===== config.mk =====
export PLATFORM = sky130hd
export DESIGN_NAME = mf3_lane
export DESIGN_NICKNAME = d
export VERILOG_FILES = /design/src/rtl/core/mf3_pkg.sv /design/src/rtl/core/mf3_lane.sv
export SDC_FILE = /design/constraint.sdc
export NUM_CORES = 1
export LEC_CHECK = 0
export BUFFER_PORTS_ARGS = -buffer_cell sky130_fd_sc_hd__buf_2
export CAP_MARGIN = 15
export CORE_MARGIN = 4
export CORE_UTILIZATION = 50
export CTS_CLUSTER_DIAMETER = 120
export DETAILED_ROUTE_END_ITERATION = 10
export PLACE_DENSITY = 0.69
export SYNTH_ARGS = -nofsm -noshare
export SYNTH_HDL_FRONTEND = slang
export SYNTH_SLANG_ARGS = --single-unit

===== constraint.sdc =====
create_clock -name clk_i -period 7.12 [get_ports clk_i]
set_input_delay 0.356 -clock clk_i [delete_from_list [all_inputs] [get_ports clk_i]]
set_output_delay 0.356 -clock clk_i [all_outputs]
set_load 0.02 [all_outputs]

===== src/rtl/core/mf3_pkg.sv =====
// ----------------------------------------------------------------------------
// mf3_pkg: shared types, constants and helpers for the 3x3 RGB median filter
// Sizes of the line buffers and counters, the issue record passed from the
// control unit to the datapath, and the small compare networks of a lane.
// ----------------------------------------------------------------------------
package mf3_pkg;

  localparam int MAX_WIDTH   = 2048;
  localparam int WINDOW_TAPS = 9;
  localparam int NUM_CH      = 3;
  localparam int CH_W        = 8;
  localparam int PIX_W       = NUM_CH * CH_W;
  localparam int COL_W       = $clog2(MAX_WIDTH);
  localparam int WEFF_W      = COL_W + 1;
  localparam int CFG_W_W     = 12;
  localparam int CFG_H_W     = 16;
  localparam int ROW_W       = CFG_H_W + 1;
  localparam int ADDR_W      = 3;
  localparam int DATA_W      = 32;
  localparam int PIPE_DEPTH  = 3;

  localparam logic [CFG_W_W-1:0] WIDTH_RST  = CFG_W_W'(640);
  localparam logic [CFG_H_W-1:0] HEIGHT_RST = CFG_H_W'(480);

  typedef enum logic {
    REG_WIDTH  = 1'b0,
    REG_HEIGHT = 1'b1
  } reg_sel_e;

  typedef logic [CH_W-1:0]  ch_t;
  typedef logic [PIX_W-1:0] pix_t;
  typedef logic [COL_W-1:0] col_t;
  typedef logic [ROW_W-1:0] row_t;

  // Item handed from the control unit to the line buffers and window
  typedef struct packed {
    logic enter;
    logic produce;
    logic inner;
    logic eof;
    col_t x;
  } issue_t;

  // Per-word tag carried beside the lane pipelines
  typedef struct packed {
    logic valid;
    logic inner;
    logic eof;
  } tag_t;

  typedef struct packed {
    ch_t lo;
    ch_t md;
    ch_t hi;
  } trio_t;

  function automatic trio_t sort3(input ch_t a, input ch_t b, input ch_t c);
    ch_t l1, h1, l2, h2, l3, h3;
    trio_t r;
    l1 = (a < b) ? a : b;
    h1 = (a < b) ? b : a;
    l2 = (h1 < c) ? h1 : c;
    h2 = (h1 < c) ? c : h1;
    l3 = (l1 < l2) ? l1 : l2;
    h3 = (l1 < l2) ? l2 : l1;
    r.lo = l3;
    r.md = h3;
    r.hi = h2;
    return r;
  endfunction

  function automatic ch_t max3(input ch_t a, input ch_t b, input ch_t c);
    ch_t m;
    m = (a > b) ? a : b;
    return (m > c) ? m : c;
  endfunction

  function automatic ch_t min3(input ch_t a, input ch_t b, input ch_t c);
    ch_t m;
    m = (a < b) ? a : b;
    return (m < c) ? m : c;
  endfunction

  function automatic ch_t med3(input ch_t a, input ch_t b, input ch_t c);
    trio_t t;
    t = sort3(a, b, c);
    return t.md;
  endfunction

endpackage


===== src/rtl/core/mf3_lane.sv =====
// ----------------------------------------------------------------------------
// mf3_lane: median of nine 8-bit taps for one color channel
// Three registered steps: sort each row, reduce the columns, median of three.
// ----------------------------------------------------------------------------
module mf3_lane (
  input  logic        clk_i,
  input  logic        en_i,
  input  mf3_pkg::ch_t taps_i [mf3_pkg::WINDOW_TAPS],
  output mf3_pkg::ch_t med_o
);
  import mf3_pkg::*;

  trio_t rows_q [3];
  ch_t   max_lo_q, med_md_q, min_hi_q, med_q;

  assign med_o = med_q;

  always_ff @(posedge clk_i) begin
    if (en_i) begin
      for (int r = 0; r < 3; r++) begin
        rows_q[r] <= sort3(taps_i[3*r], taps_i[3*r+1], taps_i[3*r+2]);
      end
      max_lo_q <= max3(rows_q[0].lo, rows_q[1].lo, rows_q[2].lo);
      med_md_q <= med3(rows_q[0].md, rows_q[1].md, rows_q[2].md);
      min_hi_q <= min3(rows_q[0].hi, rows_q[1].hi, rows_q[2].hi);
      med_q    <= med3(max_lo_q, med_md_q, min_hi_q);
    end
  end

endmodule


==> metrics.md, run 1 <==
| Metric | Value |
|---|---|
| Final WL | `21.9 mm` |
| Clk buf depth | `2` |
| Combinational power share | `between 60% and 70%` |
| EDFF count, synth | `104` |
| Sw frac | `44.0%` |
| Launch point of the worst reg-to-reg path | `rows_q[0][13]` |
| Clock sink count | `104` |
| Final setup fails | `0` |
| Largest net degree at the start of global routing | `62` |
| Arr. time, crit path | `6650 ps` |
| Final count of hold timing violations | `0` |
| DRC | `0` |
| Leak | `5.14 nW` |
| Worst hold path class | `input port to flip-flop` |
| Final net count | `1297` |
| Max-Cap Viols | `0` |
| Top post-synthesis cells by area | `edfxtp_1 (32%), ha_1 (17%), mux2i_1 (9.6%), mux2_2 (8.2%), inv_1 (5.8%)` |
| Crit path max-delay cell type | `a2111oi_0` |
| Drt pass-1 iters | `4` |
| CP max stage delay | `500 ps` |
| Part of the power in the clock network | `11.0%` |
| Outcome | `completed` |
| Fmax | `156 MHz` |
| CTS Buf Count | `9` |
| Switching power | `approximately 0.002 W` |
| Most Frequent Cell on Critical Path | `ha_1` |
| CTS clk-pin slew, worst paths | `80 ps` |
| FF-to-FF path depth | `23` |
| Syn Inst Count | `about 1000` |
| Flop pwr share | `roughly a quarter` |
| First-pass GRT wire length | `35.2 mm` |
| Die area | `21800 sq um` |
| Seq/Total Area, Yosys | `32.0%` |
| Critical Path Stages | `23` |
| Dominant cell type by area after synthesis | `edfxtp_1` |
| Hold-fix buffers at CTS | `0` |
| Die Ht | `148 um` |
| CTS Root Cell | `clkbuf_16` |
| Ys async rst share | `0%` |
| Antenna Cells | `0` |
| PortBufs | `81` |
| Synthesized flop and latch total | `104` |
| Routed via count | `7464` |
| Cell area after synthesis | `9760 sq um` |
| Minimum hold slack | `roughly 320 ps` |
| Unrepaired setup endpoints after global routing | `no` |
| Rows | `50` |
| Worst hold start | `taps_i[1]` |
| Max IR drop VDD | `0.000310 V` |
| Netlist cell types | `70` |
| Critical setup path kind | `flip-flop to flip-flop` |
| Slew headroom | `36.4%` |
| Most common cell in the netlist | `inv_1` |
| Post-DP HPWL | `17.9 mm` |
| CTS tree | `yes` |
| Final Core Density | `around 57%` |
| Wirelength per Cell | `16.2 um` |
| Critical Path Fanout Max | `16` |
| Crit path max-delay family | `compound AO/OA/AOI/OAI gates` |
| DR iter-0 viols | `395` |
| Crit path launch | `rows_q[0][13]` |
| Core area | `19000 sq um` |
| Yosys warnings | `0` |
| CP cell instances | `ha_1 -> a21o_1 -> a221oi_1 -> o21ai_1 -> a21o_1 -> o21ai_0 -> ha_1 -> a211o_1 -> a21oi_1 -> nand3_1 -> a2111oi_0 -> a211oi_2 -> mux2i_1 -> ha_1 -> and3_1 -> a211oi_1 -> o21ai_0 -> or3_1 -> o32ai_1 -> buf_4 -> nor2_1 -> o21bai_1 -> o311a_1` |
| Layout area overhead | `10.5%` |
| Synthesized net count | `1215` |
| Skew final | `approximately 8.4 ps` |
| Ports | `a little over 80` |
| Pins Over Slew Limit | `0` |
| CTS HTree Levels | `3` |
| Final Cycle Share | `90.2%` |
| # Post-CTS Setup Buffers | `0` |
| Final ANT Viol Nets | `0` |
| Synth top area share | `32.0%` |
| Initial antenna violation count | `0` |
| Tot GR Track Use | `~20%` |
| Crit end category | `flip-flop` |
| Clk_lat worst skew | `350 ps` |
| GPL Wtd Cong | `between 0.9 and 1` |
| Initial core utilization | `51.5%` |
| Vias in the first global route | `between 7000 and 8000` |
| CP Launch Type | `flip-flop` |
| Pint | `0.00255 W` |
| Worst Tran Pin Value | `953 ps` |
| Global route overflow | `0` |
| Data required, critical path | `7350 ps` |
| Setup TNS | `0 ps` |
| Chip width | `148 um` |
| CTS resizes | `0` |
| Ys flop type | `edfxtp_1` |
| List of most frequent post-synthesis cells | `inv_1 (150), ha_1 (135), edfxtp_1 (104)` |
| Minimum clock period | `6420 ps` |
| Worst Hold Depth | `2` |
| Buf/Inv on CP | `1` |
| Via/cell ratio | `5.52` |
| Layout cells sized above 1 | `18.5%` |
| Mean Syn Cell Area | `9.70 sq um` |
| PwrDens | `between 400 and 500 nW/um^2` |
==> power groups by stage <==
stage | combinational [W] | clock (W) | sequential [W]
after floorplan | 0.00222 | 0 | 0.00112
after global placement | 0.00283 | 0 | 0.00115
after detailed placement | 0.00288 | 0 | 0.00115
after CTS | 0.00290 | 0.000511 | 0.00114
after global routing | 0.00327 | 0.000537 | 0.00116
final | 0.00291 | 0.000500 | 0.00113
==> cell type report <==
type	count	area, sq um
flip-flops and latches	104	3120
repair buffers	94	509
inverters	150	563
fillers	1681	8170
clock buffers	9	225
clock inverters	7	73.8
multi-input cells	729	5960
well taps	260	325
==> logic make-up (layout without fill, tap and decap cells) <==
logic type,after synthesis,after routing,synth area share (%)
flip-flops,104,104,32.0
AO/OA/AOI/OAI,222,222,15.2
adder cells (fa/ha/maj),135,135,17.3
multiplexers,167,167,18.1
AND/OR/NAND/NOR,205,205,10.5
buffers and inverters,173,260,6.86
==> per-stage QoR <==
stage / cells / cell area (sq um) / worst slack, ps / power (W)
after detailed placement: 1335 / 10500 / 829 / 0.00403
final: 1353 / 10800 / 699 / 0.00455
after global routing: 1353 / 10800 / 82.1 / 0.00497
after floorplan: 1006 / 9760 / 1110 / 0.00334
after global placement: 1335 / 10500 / 954 / 0.00398
after CTS: 1351 / 10800 / 749 / 0.00455
==> routing by layer <==
layer	wire (um)	GRT usage (%)	part of all wire, %	vias up
met5	0	0	0	-
met4	614	6.85	2.8	0
met3	791	2.88	3.6	37
met2	9980	33.4	46	123
met1	10500	27.2	48	3466
li1	-	-	-	3838
==> cells in the final DEF (no fill, tap or decap), types with 7 or more instances in the layout <==
| master | n |
|---|---|
| edfxtp_1 | 104 |
| a211oi_1 | 7 |
| nand2b_1 | 11 |
| inv_1 | 150 |
| nand2_1 | 43 |
| nor2_1 | 64 |
| a21o_1 | 18 |
| nor3_1 | 8 |
| nand4_1 | 13 |
| buf_2 | 80 |
| nand3_1 | 17 |
| buf_4 | 13 |
| a21oi_1 | 80 |
| o21ai_0 | 47 |
| nor2b_1 | 14 |
| mux2_2 | 71 |
| mux2i_1 | 94 |
| clkbuf_16 | 9 |
| o21a_1 | 16 |
| ha_1 | 135 |
| and3_1 | 7 |
==> path summary, 6_finish.rpt <==
| path | endpoint | slack [ps] |
|---|---|---|
| max | med_md_q[0] | 700 |
| min reg2reg | max_lo_q[6] | 610 |
| min | rows_q[0][49] | 320 |
| max reg2reg | med_md_q[0] | 700 |
==> sequential cells by signal (all words and copies together) (netlist names) <==
| name | cells |
|---|---|
| rows_q | 72 |
| max_lo_q | 8 |
| med_md_q | 8 |
| med_o | 8 |
| min_hi_q | 8 |
==> worst reg2reg max path: stages, from the launching register on <==
cell and delay (ps):
edfxtp_1 420, ha_1 320, a21o_1 160, a221oi_1 450, o21ai_1 180, a21o_1 370
o21ai_0 350, ha_1 310, a211o_1 260, a21oi_1 260, nand3_1 140, a2111oi_0 500
a211oi_2 240, mux2i_1 330, ha_1 300, and3_1 150, a211oi_1 180, o21ai_0 120
or3_1 320, o32ai_1 300, buf_4 270, nor2_1 60, o21bai_1 130, o311a_1 170
(Power assumes the default switching activity.)
==> run 2, diff against run 1 <==
- BUFFER_PORTS_ARGS: -buffer_cell sky130_fd_sc_hd__buf_2 -> -buffer_cell sky130_fd_sc_hd__buf_4
==> run 2 against run 1 <==
  * First-iteration DRC count up 23%
  * Setup slack got worse by 71 ps
  * Design area up 2.0%
  * Critical path depth did not move
  * Wire length rose by 1.8%
  * Clock skew up 2.4 ps
  * Global-route usage increased by 0.54 points
  * Via count rose by 0.15%
  * Critical path type unchanged
  * Highest routed layer unchanged
==> metrics.md, run 2 (synthesis gave the netlist of run 1 again) <==
| Metric | Value |
|---|---|
| Setup TNS | `0 ps (unchanged)` |
| Largest net degree at the start of global routing | `61 (-1.6%)` |
| CTS clk-pin slew, worst paths | `80 ps (about the same)` |
| Final Cycle Share | `91.2% (+1.0 points)` |
| PwrDens | `418 nW/um^2 (-0.87%)` |
| CP Launch Type | `flip-flop` |
| Ports | `82 (unchanged)` |
| Worst hold path class | `input port to flip-flop` |
| Minimum clock period | `6490 ps (+70.9 ps)` |
| Via/cell ratio | `5.52 (about the same)` |
| Switching power | `0.00200 W (-0.14%)` |
| Pins Over Slew Limit | `0 (unchanged)` |
| Flop pwr share | `24.7% (-0.2 points)` |
| Most Frequent Cell on Critical Path | `ha_1` |
| PortBufs | `81 (unchanged)` |
| Global route overflow | `0 (unchanged)` |
| Fmax | `154 MHz (-1.1%)` |
| Rows | `50 (unchanged)` |
| Commonest non-fill, non-tap cells in the layout | `inv_1 (150), ha_1 (135), edfxtp_1 (104)` |
| Buf/Inv on CP | `1 (unchanged)` |
| GPL Wtd Cong | `0.899 (-1.9%)` |
| Antenna Cells | `0 (unchanged)` |
| Leak | `5.21 nW (+1.3%)` |
| First-pass GRT wire length | `36.4 mm (+3.6%)` |
| Die Ht | `148 um (unchanged)` |
| DRC | `0 (unchanged)` |
| Core area | `19000 sq um (unchanged)` |
| Most common cell after layout, fill and taps aside | `inv_1` |
| Chip width | `148 um (unchanged)` |
| Unrepaired setup endpoints after global routing | `no` |
| CP max stage delay | `460 ps (-40 ps)` |
| Skew final | `10.8 ps (+2.42 ps)` |
| Layout cells sized above 1 | `18.5% (about the same)` |
| Clk_lat worst skew | `350 ps (about the same)` |
| CTS HTree Levels | `3 (unchanged)` |
| Sw frac | `43.5% (-0.55 points)` |
| CTS Buf Count | `9 (unchanged)` |
| DR iter-0 viols | `485 (+23%)` |
| Final ANT Viol Nets | `0 (unchanged)` |
| Die area | `21800 sq um (unchanged)` |
| Drt pass-1 iters | `5 (+1)` |
| Data required, critical path | `7340 ps (about the same)` |
| Worst Tran Pin Value | `983 ps (+29.2 ps)` |
| Critical setup path kind | `flip-flop to flip-flop` |
| Crit end category | `flip-flop` |
| Final net count | `1298 (+0.077%)` |
| Tot GR Track Use | `20.7% (+0.54 points)` |
| Final count of hold timing violations | `0 (unchanged)` |
| Clk buf depth | `2 (unchanged)` |
| Wirelength per Cell | `16.5 um (+1.7%)` |
| CP cell instances | `ha_1 -> a21o_1 -> a221oi_1 -> o21ai_1 -> a21o_1 -> mux2_2 -> ha_1 -> o21a_1 -> a21oi_1 -> nand3_1 -> a2111oi_1 -> a211oi_2 -> mux2i_1 -> ha_1 -> and3_1 -> a211oi_1 -> o21ai_0 -> or3_1 -> o32ai_1 -> buf_4 -> nor2_1 -> o21bai_1 -> o311a_1` |
| Crit path max-delay family | `compound AO/OA/AOI/OAI gates` |
| Slew headroom | `34.5% (-1.9 points)` |
| Layout area overhead | `12.7%` |
| Arr. time, crit path | `6720 ps (+70 ps)` |
| Pint | `0.00260 W (+2.1%)` |
| Vias in the first global route | `7157 (-0.72%)` |
| Overall power | `0.00460 W (+1.1%)` |
| CTS tree | `yes` |
| Hold-fix buffers at CTS | `0 (unchanged)` |
| Initial core utilization | `51.5% (unchanged)` |
| Critical Path Fanout Max | `16 (unchanged)` |
| Initial antenna violation count | `0 (unchanged)` |
| Part of the power in the clock network | `11.1% (about the same)` |
| Clock sink count | `104 (unchanged)` |
| Post-DP HPWL | `18.3 mm (+2.0%)` |
| Crit path max-delay cell type | `a221oi_1` |
| Max-Cap Viols | `0 (unchanged)` |
| CTS resizes | `0 (unchanged)` |
| Most flop-heavy register | `rows_q` |
| Combinational power share | `64.1% (about the same)` |
| Final WL | `22.3 mm (+1.8%)` |
| # Post-CTS Setup Buffers | `0 (unchanged)` |
| Final setup fails | `0 (unchanged)` |
| Max IR drop VDD | `0.000244 V (-21%)` |
| Max reg flops | `72 (unchanged)` |
| Outcome | `completed` |
| Routed via count | `7475 (+0.15%)` |
| CTS Root Cell | `clkbuf_16` |
==> run 2: cell count changes in the layout (fill, tap and decap cells not counted), sizes merged <==
cell      previous run  this run
inv                155       153
bufinv               0         1
clkinvlp             0         2
clkbuf               9        10
clkinv               2         0
buf                 94        95
==> run 2: stage by stage <==
| step | cells | worst slack [ps] | hold WS (ps) | utilization, % | cell area (sq um) |
|---|---|---|---|---|---|
| after floorplan | 1006 | 1110 | 468 | - | 9760 |
| after global placement | 1336 | 821 | 591 | 56.3 | 10700 |
| after detailed placement | 1336 | 711 | 590 | 56.3 | 10700 |
| after CTS | 1352 | 652 | 314 | 57.9 | 11000 |
| after global routing | 1354 | 117 | 310 | 58.0 | 11000 |
| final | 1354 | 629 | 325 | 58.0 | 11000 |
==> run 2: power by group through the flow <==
stage,combinational [W],sequential [W],clock (W)
finish,0.00295,0.00114,0.000513
CTS,0.00295,0.00114,0.000524
floorplan,0.00222,0.00112,0
global route,0.00333,0.00116,0.000555
global placement,0.00287,0.00115,0
detailed placement,0.00292,0.00115,0
==> run 2: worst paths after layout <==
path / startpoint / to / slack [ps] / cells past startpoint
worst max-delay path: rows_q[0][13] / med_md_q[0] / 630 / 23
worst min-delay path: taps_i[29] / rows_q[0][29] / 330 / 2
worst max register to register: rows_q[0][13] / med_md_q[0] / 630 / 23
worst min register to register: rows_q[0][65] / max_lo_q[1] / 600 / 1
==> run 2: layout make-up <==
| cell class | instances | area (sq um) |
|---|---|---|
| clock inverter | 6 | 73.8 |
| multi-input combinational | 729 | 5970 |
| fill | 1708 | 7960 |
| inverter | 150 | 563 |
| clock buffer | 10 | 229 |
| sequential | 104 | 3120 |
| tap | 260 | 325 |
| timing repair buffer | 95 | 721 |
==> run 2: worst reg2reg max path: stages (launching register included) <==
cell	delay (ps)
edfxtp_1	420
ha_1	330
a21o_1	170
a221oi_1	460
o21ai_1	200
a21o_1	390
mux2_2	380
ha_1	290
o21a_1	190
a21oi_1	300
nand3_1	180
a2111oi_1	460
a211oi_2	230
mux2i_1	330
ha_1	300
and3_1	150
a211oi_1	210
o21ai_0	140
or3_1	320
o32ai_1	280
buf_4	270
nor2_1	60
o21bai_1	150
o311a_1	180
==> run 2: routing by layer <==
layer  up-vias  GRT usage (%)  part of all wire [%]
met2       129           33.6                    46
met1      3475           29.2                    48
met5         -              0                     0
met3        26           2.54                   3.1
met4         0           5.96                   2.4
li1       3845              -                     -
