===== config.mk =====
export PLATFORM = sky130hd
export DESIGN_NAME = mf3_ctrl
export DESIGN_NICKNAME = d
export VERILOG_FILES = /design/src/rtl/core/mf3_pkg.sv /design/src/rtl/core/mf3_ctrl.sv
export SDC_FILE = /design/constraint.sdc
export NUM_CORES = 1
export LEC_CHECK = 0
export ABC_AREA = 1
export BUFFER_PORTS_ARGS = -buffer_cell sky130_fd_sc_hd__buf_2
export CORE_MARGIN = 1.5
export CORE_UTILIZATION = 24
export DETAILED_ROUTE_END_ITERATION = 6
export PLACE_DENSITY_LB_ADDON = 0.1
export SYNTH_ARGS = -nofsm -noshare
export SYNTH_HDL_FRONTEND = slang
export SYNTH_SLANG_ARGS = --single-unit

===== constraint.sdc =====
create_clock -name clk_i -period 5.16 [get_ports clk_i]
set_input_delay 0 -clock clk_i [delete_from_list [all_inputs] [get_ports clk_i]]
set_output_delay 0 -clock clk_i [all_outputs]
set_load 0.05 [all_outputs]

===== src/rtl/core/mf3_pkg.sv =====
// ----------------------------------------------------------------------------
// mf3_pkg: shared types, constants and helpers for the 3x3 RGB median filter
// Sizes of the line buffers and counters, the issue record passed from the
// control unit to the datapath, and the small compare networks of a lane.
// ----------------------------------------------------------------------------
package mf3_pkg;

  localparam int MAX_WIDTH   = 2048;
  localparam int WINDOW_TAPS = 9;
  localparam int NUM_CH      = 3;
  localparam int CH_W        = 8;
  localparam int PIX_W       = NUM_CH * CH_W;
  localparam int COL_W       = $clog2(MAX_WIDTH);
  localparam int WEFF_W      = COL_W + 1;
  localparam int CFG_W_W     = 12;
  localparam int CFG_H_W     = 16;
  localparam int ROW_W       = CFG_H_W + 1;
  localparam int ADDR_W      = 3;
  localparam int DATA_W      = 32;
  localparam int PIPE_DEPTH  = 3;

  localparam logic [CFG_W_W-1:0] WIDTH_RST  = CFG_W_W'(640);
  localparam logic [CFG_H_W-1:0] HEIGHT_RST = CFG_H_W'(480);

  typedef enum logic {
    REG_WIDTH  = 1'b0,
    REG_HEIGHT = 1'b1
  } reg_sel_e;

  typedef logic [CH_W-1:0]  ch_t;
  typedef logic [PIX_W-1:0] pix_t;
  typedef logic [COL_W-1:0] col_t;
  typedef logic [ROW_W-1:0] row_t;

  // Item handed from the control unit to the line buffers and window
  typedef struct packed {
    logic enter;
    logic produce;
    logic inner;
    logic eof;
    col_t x;
  } issue_t;

  // Per-word tag carried beside the lane pipelines
  typedef struct packed {
    logic valid;
    logic inner;
    logic eof;
  } tag_t;

  typedef struct packed {
    ch_t lo;
    ch_t md;
    ch_t hi;
  } trio_t;

  function automatic trio_t sort3(input ch_t a, input ch_t b, input ch_t c);
    ch_t l1, h1, l2, h2, l3, h3;
    trio_t r;
    l1 = (a < b) ? a : b;
    h1 = (a < b) ? b : a;
    l2 = (h1 < c) ? h1 : c;
    h2 = (h1 < c) ? c : h1;
    l3 = (l1 < l2) ? l1 : l2;
    h3 = (l1 < l2) ? l2 : l1;
    r.lo = l3;
    r.md = h3;
    r.hi = h2;
    return r;
  endfunction

  function automatic ch_t max3(input ch_t a, input ch_t b, input ch_t c);
    ch_t m;
    m = (a > b) ? a : b;
    return (m > c) ? m : c;
  endfunction

  function automatic ch_t min3(input ch_t a, input ch_t b, input ch_t c);
    ch_t m;
    m = (a < b) ? a : b;
    return (m < c) ? m : c;
  endfunction

  function automatic ch_t med3(input ch_t a, input ch_t b, input ch_t c);
    trio_t t;
    t = sort3(a, b, c);
    return t.md;
  endfunction

endpackage


===== src/rtl/core/mf3_ctrl.sv =====
// ----------------------------------------------------------------------------
// mf3_ctrl: configuration registers and frame position counters
// Holds width and height, tracks the input and output raster positions and
// decides for each accepted word whether it enters the pipeline and whether
// it yields an output pixel (median or border passthrough).
// ----------------------------------------------------------------------------
module mf3_ctrl (
  input  logic                           clk_i,
  input  logic                           rst_ni,
  input  logic                           psel_i,
  input  logic                           penable_i,
  input  logic                           pwrite_i,
  input  logic [mf3_pkg::ADDR_W-1:0]     paddr_i,
  input  logic [mf3_pkg::DATA_W-1:0]     pwdata_i,
  output logic [mf3_pkg::DATA_W-1:0]     prdata_o,
  output logic                           pready_o,
  input  logic                           accept_i,
  input  logic                           action_i,
  output mf3_pkg::issue_t                issue_o
);
  import mf3_pkg::*;

  logic [CFG_W_W-1:0] width_q;
  logic [CFG_H_W-1:0] height_q;
  col_t               in_col_q, in_col_d, out_col_q, out_col_d;
  row_t               in_row_q, in_row_d, out_row_q, out_row_d;

  logic [WEFF_W-1:0]  w_eff;
  row_t               h_eff;
  logic               restart, cfg_wr, due, last_in, last_out;
  col_t               x, ocol_e;
  row_t               row_e, orow_e;
  reg_sel_e           sel;

  assign pready_o = 1'b1;
  assign sel      = reg_sel_e'(paddr_i[ADDR_W-1]);
  assign cfg_wr   = psel_i && penable_i && pwrite_i;

  always_comb begin
    unique case (sel)
      REG_WIDTH:  prdata_o = DATA_W'(width_q);
      REG_HEIGHT: prdata_o = DATA_W'(height_q);
      default:    prdata_o = '0;
    endcase
  end

  always_comb begin
    if (width_q == '0) begin
      w_eff = WEFF_W'(1);
    end else if (int'(width_q) > MAX_WIDTH) begin
      w_eff = WEFF_W'(MAX_WIDTH);
    end else begin
      w_eff = WEFF_W'(width_q);
    end
    h_eff = (height_q == '0) ? ROW_W'(1) : ROW_W'(height_q);

    // a pixel after a complete frame opens the next one
    restart = !action_i && (in_row_q >= h_eff);
    x       = (WEFF_W'(in_col_q) >= w_eff || restart) ? '0 : in_col_q;
    row_e   = restart ? '0 : in_row_q;
    orow_e  = restart ? '0 : out_row_q;
    ocol_e  = restart ? '0 : out_col_q;

    issue_o.enter   = accept_i && (!action_i || (in_row_q >= h_eff && out_row_q < h_eff));
    due             = (row_e >= ROW_W'(2)) || (row_e == ROW_W'(1) && x != '0);
    issue_o.produce = due && (orow_e < h_eff);
    issue_o.inner   = (orow_e != '0) && ((orow_e + ROW_W'(1)) < h_eff) &&
                      (ocol_e != '0) && ((WEFF_W'(ocol_e) + WEFF_W'(1)) < w_eff);
    issue_o.eof     = (orow_e == h_eff - ROW_W'(1)) &&
                      (WEFF_W'(ocol_e) == w_eff - WEFF_W'(1));
    issue_o.x       = x;

    last_in  = (WEFF_W'(x) + WEFF_W'(1)) >= w_eff;
    last_out = (WEFF_W'(ocol_e) + WEFF_W'(1)) >= w_eff;

    in_col_d  = in_col_q;
    in_row_d  = in_row_q;
    out_col_d = out_col_q;
    out_row_d = out_row_q;
    priority if (cfg_wr) begin
      in_col_d  = '0;
      in_row_d  = '0;
      out_col_d = '0;
      out_row_d = '0;
    end else if (issue_o.enter) begin
      in_col_d  = last_in ? '0 : x + COL_W'(1);
      in_row_d  = last_in ? row_e + ROW_W'(1) : row_e;
      out_col_d = ocol_e;
      out_row_d = orow_e;
      if (issue_o.produce) begin
        out_col_d = last_out ? '0 : ocol_e + COL_W'(1);
        out_row_d = last_out ? orow_e + ROW_W'(1) : orow_e;
      end
    end
  end

  always_ff @(posedge clk_i or negedge rst_ni) begin
    if (!rst_ni) begin
      width_q   <= WIDTH_RST;
      height_q  <= HEIGHT_RST;
      in_col_q  <= '0;
      in_row_q  <= '0;
      out_col_q <= '0;
      out_row_q <= '0;
    end else begin
      if (cfg_wr) begin
        unique case (sel)
          REG_WIDTH:  width_q  <= pwdata_i[CFG_W_W-1:0];
          REG_HEIGHT: height_q <= pwdata_i[CFG_H_W-1:0];
          default:    width_q  <= width_q;
        endcase
      end
      in_col_q  <= in_col_d;
      in_row_q  <= in_row_d;
      out_col_q <= out_col_d;
      out_row_q <= out_row_d;
    end
  end

endmodule


==> results of run 1 <==
==> cell usage after synthesis, types with 2 or more instances <==
cell type	count	area [µm²]
nor2_2	19	118.9
buf_2	12	60.06
o2111ai_1	2	17.52
nor4_1	3	18.77
o21ai_1	9	45.04
inv_2	4	15.01
xnor2_1	6	52.55
nand3_1	95	475.5
nor2_1	120	450.4
inv_1	195	732.0
buf_4	20	150.1
buf_8	2	30.03
and2_1	3	18.77
nand4_1	50	312.8
nand2_2	11	68.82
dfstp_2	6	157.7
nand3_2	6	60.06
o31ai_1	6	45.04
a211oi_1	4	30.03
buf_6	4	45.04
o41ai_1	2	17.52
nand2_4	2	22.52
nor2_4	3	33.78
a21oi_1	46	230.2
nand3b_1	3	22.52
nand2_1	399	1498
conb_1	2	7.510
a21o_1	3	22.52
o21bai_1	2	15.01
clkbuf_1	13	48.80
nor3_1	21	105.1
or2_2	3	18.77
nor3_2	3	30.03
o22ai_1	12	75.07
xor2_1	35	306.5
o21ai_0	79	395.4
dfrtp_1	78	1952
ha_1	109	1364
==> final timing paths <==
| path | to | cells past startpoint | start |
|---|---|---|---|
| hold / removal | width_q[0] | 2 | rst_ni |
| hold reg to reg | out_col_q[10] | 2 | out_col_q[10] |
| max in group asynchronous | height_q[5] | 3 | rst_ni |
| setup reg to reg | in_col_q[9] | 33 | width_q[0] |
| min in group clk_i | out_row_q[3] | 4 | pwrite_i |
| setup / recovery | in_col_q[9] | 33 | width_q[0] |
==> what timing repair did <==
action | CTS | global route
setup buffers | 6 | 16
gates resized for setup | 44 | 83
hold buffers | 17 | 0
endpoints found under the hold margin | 71 | 0
setup endpoints to repair | 19 | 55
cloned | 1 | 0
pin swaps | 25 | 60
==> per-stage QoR <==
| stage | worst slack, ps | instances | setup TNS [ps] |
|---|---|---|---|
| 2_1_floorplan | 1.870 | 1418 | 0 |
| 3_3_place_gp | -55.20 | 2054 | -180.1 |
| 3_5_place_dp | -77.91 | 2054 | -366.5 |
| 4_1_cts | 5.729 | 2094 | 0 |
| 5_1_grt | -78.13 | 2108 | -340.7 |
| 6_report | 316.5 | 2108 | 0 |
==> state kept, by name, summed over array words and instances (netlist names) <==
signal,count
out_col_q,11
out_row_q,17
width_q,12
in_col_q,11
in_row_q,17
height_q,16
==> cells in the final DEF, fill, tap and decap left out, types with 14 or more instances in the layout <==
cell,synthesis,routed
a21oi_1,46,43
ha_1,109,96
nor2_4,3,14
o21ai_0,79,75
conb_1,2,17
buf_4,20,135
nor2_2,19,27
nand2_2,11,22
xor2_1,35,33
dlygate4sd3_1,0,17
nand2_1,399,378
nand3_1,95,87
nor3_1,21,18
inv_1,195,184
dfrtp_1,78,78
nor2_1,120,101
nand4_1,50,50
buf_2,12,52
==> cells by family after synthesis <==
logic type	synth area share
XOR/XNOR	0.04093
AND/OR/NAND/NOR	0.3599
other	0.0008189
adder cells (fa/ha/maj)	0.1487
AO/OA/AOI/OAI	0.1010
flip-flops	0.2300
buffers and inverters	0.1187
==> final cells by class <==
class / instances / area share
well taps: 511 / 0.05354
repair buffers: 215 / 0.1352
flip-flops and latches: 84 / 0.1767
clock inverters: 7 / 0.004715
clock buffers: 9 / 0.01886
multi-input cells: 1082 / 0.5471
inverters: 200 / 0.06391
==> routing by layer <==
metal | part of all wire | GRT usage | wire (µm)
met1 | 0.49 | 0.2558 | 17430
met2 | 0.47 | 0.3179 | 16910
met3 | 0.030 | 0.02492 | 1076
met4 | 0.014 | 0.04630 | 490
met5 | 0 | 0 | 0
==> power by group through the flow <==
stage               Sequential, mW  Clock (mW)  Combinational [mW]
floorplan                    0.872           0                1.75
global placement             0.908           0                2.76
detailed placement           0.905           0                2.77
CTS                          0.900       0.716                2.89
global route                 0.924       0.732                3.34
finish                       0.909       0.684                2.99
==> critical path, delay by kind of cell, from the launching register on <==
| kind | cells | cell delay (ps) |
|---|---|---|
| AO/OA/AOI/OAI | 4 | 670 |
| adder cells (fa/ha/maj) | 3 | 680 |
| buffers and inverters | 6 | 870 |
| flip-flops | 1 | 390 |
| AND/OR/NAND/NOR | 20 | 2150 |
==> flow_metrics.tcl, run 1 <==
set metrics [dict create \
    status "completed" \
    synth_seq_cells 84 \
    seqPwrFrac 0.198 \
    clkTransAtPathRegs_ps 80 \
    numCtsBuffers 9 \
    cts-htree-levels 3 \
    die_h_um 198.5 \
    clock_latency_ps 390 \
    power_switching_mw 2.386 \
    worst_path_max_delay_cell "dfrtp_1" \
    cts_root_buf "clkbuf_16" \
    p_per_area_mw_per_mm2 383.5 \
    slew_headroom 0.4103 \
    ys_seq_area_frac 0.2300 \
    design_area_mm2 0.01194 \
    clock_power_share 0.149 \
    clockBufferDepth 2 \
    grt_max_degree 50 \
    cts_tree "yes" \
    grt_pass1_vias 9416 \
    gr-total-overflow 0 \
    core_mm2 0.03767 \
    comb_power_share 0.652 \
    post-route-util 0.3170 \
    cp-end-kind "flip-flop" \
    drive_gt1_frac 0.2260 \
    path_max_fanout 5 \
    timing.hold.ws_ps 207.8 \
    finalCritPeriodShare 0.9387 \
    antenna_found_initial 0 \
    worstSetupPathType "flip-flop to flip-flop" \
    rrSetupSlack_ps 320 \
    wl_per_cell_um 17.04 \
    start_util 0.2435 \
    hold_class "primary input to async pin" \
    gp_congestion 0.8528 \
    synth_cell_types 49 \
    grt_pass1_wl_um 55400 \
    die_w_um 198.5 \
    fp-row-count 71 \
    rsz0062_at_grt "yes" \
    netlist_area_mm2 0.009171 \
    io_buffers 54 \
    setup_viol 0 \
    netSwitchingFraction 0.5211 \
    worst_pin_slew_ps 882.4 \
    drt-pass1-iter-count 5 \
    grt_usage 0.1893 \
    required_ps 5460 \
    drv_cap 0 \
    drt_iter0_drc 455 \
    diodes 0 \
    ys.flop_type "dfrtp_1" \
    finalMaxSlewViolations 0 \
    fp.dieArea_mm2 0.03940 \
    hpwlAfterDp_um 28720 \
    postRouteWirelength_um 35910 \
    leakage_nw 6.408 \
    synth.avg_cell_area_um2 6.537 \
    placed_cell_area_mm2 0.01078 \
    clock-sinks 84 \
    p_int_mw 2.194 \
    vias 9524 \
    cpPeakStageDelay_ps 390 \
    p_total_mw 4.580 \
    post-route-min-period_ps 4843 \
    peakVddDrop_uv 205.5 \
    io_pins 90 \
    finClkSkew_ps 15.66 \
    antenna_left 0 \
    multiInputGateArea_mm2 0.006534 \
    fillCellCount 4252 \
    hold_violations 0 \
    via_per_inst 4.518 \
    worstPathArrival_ps 5150 \
    fmax_mhz 206.5 \
    area_growth_pct 30.21 \
    start_kind "flip-flop" \
    yosysWarnings 0 \
    route.detailed.drc 0 \
    syn-instance-count 1403 \
    regArea_mm2 0.002110 \
    nets 1743 \
    synth-edff-count 0 \
    async_flop_share 1.000 \
]
No activity file was read; power rests on OpenSTA's default activity.
==> run 2: changes to the inputs <==
==> constraint.sdc (replaced) <==
create_clock -name clk_i -period 4.39 [get_ports clk_i]
set_input_delay 0 -clock clk_i [delete_from_list [all_inputs] [get_ports clk_i]]
set_output_delay 0 -clock clk_i [all_outputs]
set_load 0.05 [all_outputs]
==> run 2 against run 1 <==
- the run now ends with negative setup slack left
- sequential power rose by 19%
- worst hold slack better by 61 ps
- worst setup slack worse by 650 ps
- critical path depth rose by 7
- clock power rose by 20%
- power up 43%
- register-to-register slack worse by 650 ps
- combinational power rose by 56%
- fmax rose by 2.6%
==> flow_metrics.tcl, run 2 (synthesis gave the netlist of run 1 again) <==
set metrics [dict create \
    finalMaxSlewViolations 0 \
    cts_tree "yes" \
    grt_pass1_vias 10140 \
    worst_pin_slew_ps 918.0 \
    route.detailed.drc 0 \
    seqPwrFrac 0.164 \
    clock-sinks 84 \
    rr_worst_depth 40 \
    p_total_mw 6.555 \
    timing.final.ws_setup_ps -330.7 \
    via_per_inst 4.514 \
    grt_max_degree 53 \
    die_h_um 198.5 \
    fp-row-count 71 \
    power_switching_mw 3.257 \
    drive_gt1_frac 0.3852 \
    path_max_fanout 4 \
    postRouteWirelength_um 38960 \
    cts_root_buf "clkbuf_16" \
    post-route-min-period_ps 4721 \
    antenna_found_initial 1 \
    wl_per_cell_um 17.05 \
    required_ps 4630 \
    final_cell_mix "326 x nand2_1, 276 x buf_4, 162 x inv_1" \
    cts-htree-levels 3 \
    violations "negative setup slack" \
    setup_viol 34 \
    grt_usage 0.2015 \
    worst_path_max_delay_cell "dfrtp_1" \
    clkTransAtPathRegs_ps 80 \
    clock_latency_ps 380 \
    p_int_mw 3.298 \
    rr_startpoint "width_q[10]" \
    grt_pass1_wl_um 59300 \
    nets 1919 \
    area_growth_pct 55.46 \
    finClkSkew_ps 14.01 \
    start_kind "flip-flop" \
    rsz0062_at_grt "yes" \
    slew_headroom 0.3865 \
    leakage_nw 7.408 \
    io_buffers 54 \
    cpPeakStageDelay_ps 390 \
    largestRegisters "in_row_q: 17 flops, out_row_q: 17 flops, height_q: 16 flops" \
    netSwitchingFraction 0.4969 \
    start_util 0.2435 \
    core_mm2 0.03767 \
    setup_tns_ps -4173 \
    rrSetupSlack_ps -330 \
    regToRegEndpoint "in_row_q[5]" \
    fmax_mhz 211.8 \
    hold_violations 0 \
    vias 10320 \
    drt_iter0_drc 562 \
    die_w_um 198.5 \
    drt-pass1-iter-count 5 \
    layout_commonest_cell "nand2_1" \
    p_per_area_mw_per_mm2 459.8 \
    peakVddDrop_uv 283.2 \
    worstSetupPathType "flip-flop to flip-flop" \
    worstPathArrival_ps 4960 \
    finalCritPeriodShare 1.075 \
    numCtsBuffers 9 \
    io_pins 90 \
    antenna_left 0 \
    cp-end-kind "flip-flop" \
    hold_class "primary input to async pin" \
    clock_power_share 0.126 \
    drv_cap 0 \
    hpwlAfterDp_um 30270 \
    status "complete, but fails checks" \
    fp.dieArea_mm2 0.03940 \
    gp_congestion 0.8643 \
    comb_power_share 0.710 \
    gr-total-overflow 0 \
    clockBufferDepth 2 \
]
-- run 2: cell types whose count changed in the layout (fill, tap and decap cells not counted), sizes merged --
cell / change
buf: +174
clkbuf: +2
diode: +1
-- run 2: metrics by stage --
step | std cells | worst slack (ps) | util | hold WS, ps | instance area, µm²
after floorplan | 1418 | -516.1 | - | -295.6 | 9490
after global placement | 2185 | -558.5 | 0.3177 | 169.0 | 11970
after detailed placement | 2185 | -664.1 | 0.3177 | 166.6 | 11970
after CTS | 2259 | -371.3 | 0.3565 | 224.1 | 13430
after global routing | 2284 | -684.9 | 0.3785 | 275.3 | 14250
final | 2285 | -330.7 | 0.3785 | 268.7 | 14260
-- run 2: cell type report --
cell class | count | area [µm²]
timing repair buffer | 391 | 3149
multi-input combinational | 1082 | 7277
antenna | 1 | 2.502
clock buffer | 9 | 225.2
sequential | 84 | 2110
clock inverter | 7 | 65.06
tap | 511 | 639.4
fill | 4111 | 23410
inverter | 200 | 789.5
-- run 2: how the worst max path moves through the flow --
stage / startpoint / to / slack [ps] / cells after the start
6_report: width_q[10] / in_row_q[5] / -330 / 40
4_1_cts: width_q[10] / in_row_q[16] / -370 / 38
2_1_floorplan: width_q[9] / in_row_q[13] / -520 / 36
5_1_grt: width_q[4] / in_row_q[5] / -680 / 40
3_5_place_dp: width_q[0] / in_row_q[11] / -660 / 36
3_3_place_gp: width_q[10] / in_row_q[11] / -560 / 36
-- run 2: worst max-delay path, delay by kind of cell, from the launching register on --
kind | cells | cell delay, ps
simple gates | 21 | 2120
fa+ha+maj | 3 | 540
buf+inv | 12 | 1110
xor+xnor | 1 | 100
flops | 1 | 390
compound gates | 3 | 300
-- run 2: timing repair --
item | CTS | global route
buffers inserted | 40 | 30
endpoints found under the setup margin | 58 | 59
pin swaps | 81 | 85
gates cloned | 1 | 2
hold buffers | 17 | 0
resized for setup | 166 | 167
endpoints found under the hold margin | 79 | 0
-- run 2: per-layer routing --
| layer | wire length, µm | vias up | global-route usage |
|---|---|---|---|
| li1 | - | 5271 | - |
| met5 | 0 | - | 0 |
| met4 | 581 | 0 | 0.04545 |
| met2 | 18550 | 159 | 0.3401 |
| met1 | 18640 | 4858 | 0.2730 |
| met3 | 1197 | 27 | 0.02560 |
-- run 2: power by group through the flow --
stage	Sequential [mW]	Combinational [mW]	Clock (mW)
final	1.08	4.65	0.824
after CTS	1.07	4.16	0.855
after detailed placement	1.07	3.69	0
after global placement	1.07	3.69	0
after floorplan	1.04	2.17	0
after global routing	1.10	5.06	0.874
